File: src/design/bomm_pkg.sv
// ============================================================================
// Boot overlay memory map - package
// Types, map constants and the window wrap helper shared by the design.
// ============================================================================
package bomm_pkg;

   // Access kinds carried in req_tuser.
   localparam logic OP_READ  = 1'b0;
   localparam logic OP_WRITE = 1'b1;

   // Beat widths.
   localparam int REQ_TDATA_W = 40;
   localparam int RSP_TUSER_W = 2;

   // Fixed store depths.
   localparam int BOOT_DEPTH = 256;
   localparam int ROM_DEPTH  = 32768;
   localparam int OAM_DEPTH  = 160;
   localparam int HRAM_DEPTH = 128;

   // Defaults for the sizable RAM windows.
   localparam int VRAM_DEPTH_DEFAULT = 8192;
   localparam int ERAM_DEPTH_DEFAULT = 8192;
   localparam int WRAM_DEPTH_DEFAULT = 8192;

   // Map boundaries.
   localparam logic [15:0] PC_BOOT_EXIT = 16'h0100;
   localparam logic [15:0] OAM_BASE     = 16'hFE00;
   localparam logic [15:0] HOLE_BASE    = 16'hFEA0;
   localparam logic [15:0] HRAM_BASE    = 16'hFF80;

   typedef enum logic [2:0] {
      REGION_BOOT,
      REGION_ROM,
      REGION_VRAM,
      REGION_ERAM,
      REGION_WRAM,
      REGION_OAM,
      REGION_HRAM,
      REGION_HOLE
   } region_type;

   // Decoder result handed to the storage side.
   typedef struct packed {
      region_type region;
      logic       boot_next;
   } decode_type;

   // Wraps a 13-bit window offset into a RAM of the given depth (1024 to 8192).
   // The quotient is below eight, so three restoring steps suffice.
   function automatic logic [12:0] window_wrap(input logic [12:0] offset,
                                               input int unsigned depth);
      logic [15:0] value;
      logic [15:0] step;
      value = {3'b000, offset};
      for (int k = 2; k >= 0; k--) begin
         step = 16'(depth << k);
         if (value >= step) begin
            value = value - step;
         end
      end
      return value[12:0];
   endfunction

endpackage

File: src/design/bomm_decode.sv
// ============================================================================
// Boot overlay memory map - address decoder
// Maps a bus address onto a store and works out the boot flag after the beat.
// ============================================================================
module bomm_decode (
   input  logic                op,
   input  logic [15:0]         address,
   input  logic [15:0]         current_pc,
   input  logic                boot_active,
   output bomm_pkg::decode_type decode
);
   import bomm_pkg::*;

   logic boot_exit;
   logic boot_next;

   // A read of the first 4 KiB with the pc at the cartridge entry ends the boot phase.
   assign boot_exit = (op == OP_READ) && (address[15:12] == 4'h0) &&
                      (current_pc == PC_BOOT_EXIT);

   assign boot_next = boot_active && !boot_exit;

   // Region select, following the map from the bottom up.
   always_comb begin
      decode.boot_next = boot_next;
      if (!address[15]) begin
         if (boot_next && (address[15:8] == 8'h00)) begin
            decode.region = REGION_BOOT;
         end else begin
            decode.region = REGION_ROM;
         end
      end else if (address[15:13] == 3'b100) begin
         decode.region = REGION_VRAM;
      end else if (address[15:13] == 3'b101) begin
         decode.region = REGION_ERAM;
      end else if (address < OAM_BASE) begin
         decode.region = REGION_WRAM;
      end else if (address < HOLE_BASE) begin
         decode.region = REGION_OAM;
      end else if (address >= HRAM_BASE) begin
         decode.region = REGION_HRAM;
      end else begin
         decode.region = REGION_HOLE;
      end
   end

endmodule

File: config.mk
export PLATFORM = sky130hd
export DESIGN_NAME = bomm_decode
export DESIGN_NICKNAME = d
export VERILOG_FILES = /design/src/design/bomm_pkg.sv /design/src/design/bomm_decode.sv
export SDC_FILE = /design/constraint.sdc
export NUM_CORES = 1
export LEC_CHECK = 0
export BUFFER_PORTS_ARGS = -buffer_cell sky130_fd_sc_hd__clkbuf_2
export CAP_MARGIN = 5
export CORE_AREA = 2 2 39 41
export DETAILED_ROUTE_END_ITERATION = 8
export DIE_AREA = 0 0 41 43
export PLACE_DENSITY = 0.48
export SETUP_SLACK_MARGIN = 0.05
export SYNTH_ARGS = -nofsm -noshare
export SYNTH_HDL_FRONTEND = slang
export SYNTH_SLANG_ARGS = --single-unit
File: constraint.sdc
create_clock -name vclk -period 1.2
set_input_delay 0.12 -clock vclk [all_inputs]
set_output_delay 0.12 -clock vclk [all_outputs]
set_load 0.005 [all_outputs]
==> impl_metrics.yaml <==
sta:
  fin_tns_setup_ns: 0
  layout_setup_ws_ns: 0.00538
  hold_viol: 0
  maxSlewHeadroom_pct: 74.0
  fin_crit_ns: 1.19
  fin_crit_sh_pct: 99.6
  clock.fmax_ghz: 0.837
  rsz0062_at_grt: "yes"
  worst_pin_slew_ns: 0.386
  final-setup-viol-count: 0
  slew_viol_final: 0
synth:
  synth_seq_area_share_pct: 0
  yosys_warnings: 0
  yosysUniqueCellTypes: 15
  syn-cell-area_um2: 165
  synth_cells: 21
  syn_avg_cell_area_um2: 7.86
  syn-num-nets: 55
power:
  p_leak_nw: 0.190
  ir_worst_vdd_mv: 0.0699
  p_per_area_nw_per_um2: 259
route:
  wl_per_cell_um: 9.41
  drtIter0Drc: 0
  drc: 0
  vias: 302
  final_antenna_net_count: 0
  vias_per_cell: 4.38
  wirelength_um: 649
  drtPass1Iterations: 1
placement:
  portBuffers: 33
  place.gp.congestion: 0.692
  dp_cells: 69
  postPlaceCellArea_um2: 343
  dp_hpwl_um: 591
  post-place-ws_ns: -0.0379
worst_hold_path:
  min-delay-start: "address[14]"
  holdCritPathClass: "primary input to primary output"
final_layout:
  layout_commonest_cell: "clkbuf_2"
  final_cell_area_um2: 388
  nNetsFinal: 89
  seqCellArea_um2: 0
  syn2layout_area_growth_pct: 135
  stdcell_count: 69
  final_cell_mix: "clkbuf_2, buf_6"
  nClkBuffers: 0
  layout-drive-gt1-share_pct: 69.8
  utilization_pct: 28.0
  antennaDiodeCount: 0
  n_sequential_cell: 0
critical_path:
  worst_setup_path_start_kind: "primary input"
  path_buf_inv: 2
  crit_start: "op"
  cp_top_family: "simple AND/OR/NAND/NOR gates"
  path_cells: "buf_6, nor4_4, nand4_1, nor4_2, o21ba_1, buf_2"
  path_max_fanout: 2
  path_class: "primary input to primary output"
  crit_arrival_ns: 1.07
  critPathRequiredTime_ns: 1.08
  end_kind: "primary output"
  cp_slowest_stage_delay_ns: 0.25
  crit_slowest_cell: "nor4_4"
status:
  status: "finished clean"
global_route:
  grt_pass1_wl_um: 903
  overflow: 0
  grt_usage_pct: 6.59
  grt_antenna_before_repair: 0
  grt_pass1_vias: 254
  grt_max_degree: 5
floorplanning:
  start_util_pct: 11.9
  rows: 14
  coreArea_um2: 1380
  die-height_um: 43
  ios: 38
  die-area_um2: 1760
  die_x_um: 41
clock_network:
  hold_buffers: 0
  cts_setup_buffers: 0
flow_run:
  cap_violations: 0
-- Yosys cell counts --
library cell  n  area share, %
a21boi_0      3             14
and2_1        1            3.8
and4_1        1            5.3
buf_4         1            4.5
inv_1         1            2.3
nand2_1       1            2.3
nand3_1       1            3.0
nand4_1       1            3.8
nor2_1        1            2.3
nor4_1        2            7.6
nor4_2        3             23
nor4b_2       1            9.1
o211ai_1      1            4.5
o21a_1        2            9.1
o21ba_1       1            6.1
-- layout make-up --
class              instances  area [um^2]
repair buffers            33          184
well taps                 16         20.0
fillers                  162          996
multi-input cells         19          180
inverters                  1         3.75
-- logic make-up (layout without fill, tap and decap cells) --
logic type | count (synthesis) | in the layout | synth area share [%]
AND/OR/NAND/NOR | 12 | 12 | 59.8
AO/OA/AOI/OAI | 7 | 7 | 33.3
buffers and inverters | 2 | 34 | 6.82
-- worst paths after layout --
| path | to | slack [ns] | cells after the start |
|---|---|---|---|
| worst min-delay path | decode[2] | 0.52 | 3 |
| worst max-delay path | decode[1] | 0.005 | 6 |
-- tightest hold or removal path: stages --
cell and delay, ns:
clkbuf_2 0.10, a21boi_0 0.07, clkbuf_2 0.11
-- layer usage --
metal | share of wire (%) | track usage [%] | wire (um) | up-vias
met5 | 0 | 0 | 0 | -
met4 | 0 | 0 | 0 | 0
met3 | 18 | 0 | 115 | 0
met2 | 47 | 13.1 | 303 | 24
met1 | 35 | 7.59 | 230 | 128
li1 | - | - | - | 150
-- through the flow --
step / hold slack [ns] / total power, mW
final: 0.520 / 0.100
after floorplan: 0.316 / 0.0229
after global routing: 0.549 / 0.112
after global placement: 0.527 / 0.0841
after CTS: 0.523 / 0.0855
after detailed placement: 0.523 / 0.0850
-- power by group --
group	leakage (nW)	internal (mW)	switching [mW]
Clock	0	0	0
Combinational	0.190	0.0611	0.0392
Sequential	0	0	0
-- timing repair --
action / in CTS / in global routing
endpoints found under the hold margin: 0 / 0
endpoints found under the setup margin: 2 / 2
gates resized for setup: 0 / 8
Note: power is estimated with default switching activity, not from simulation.
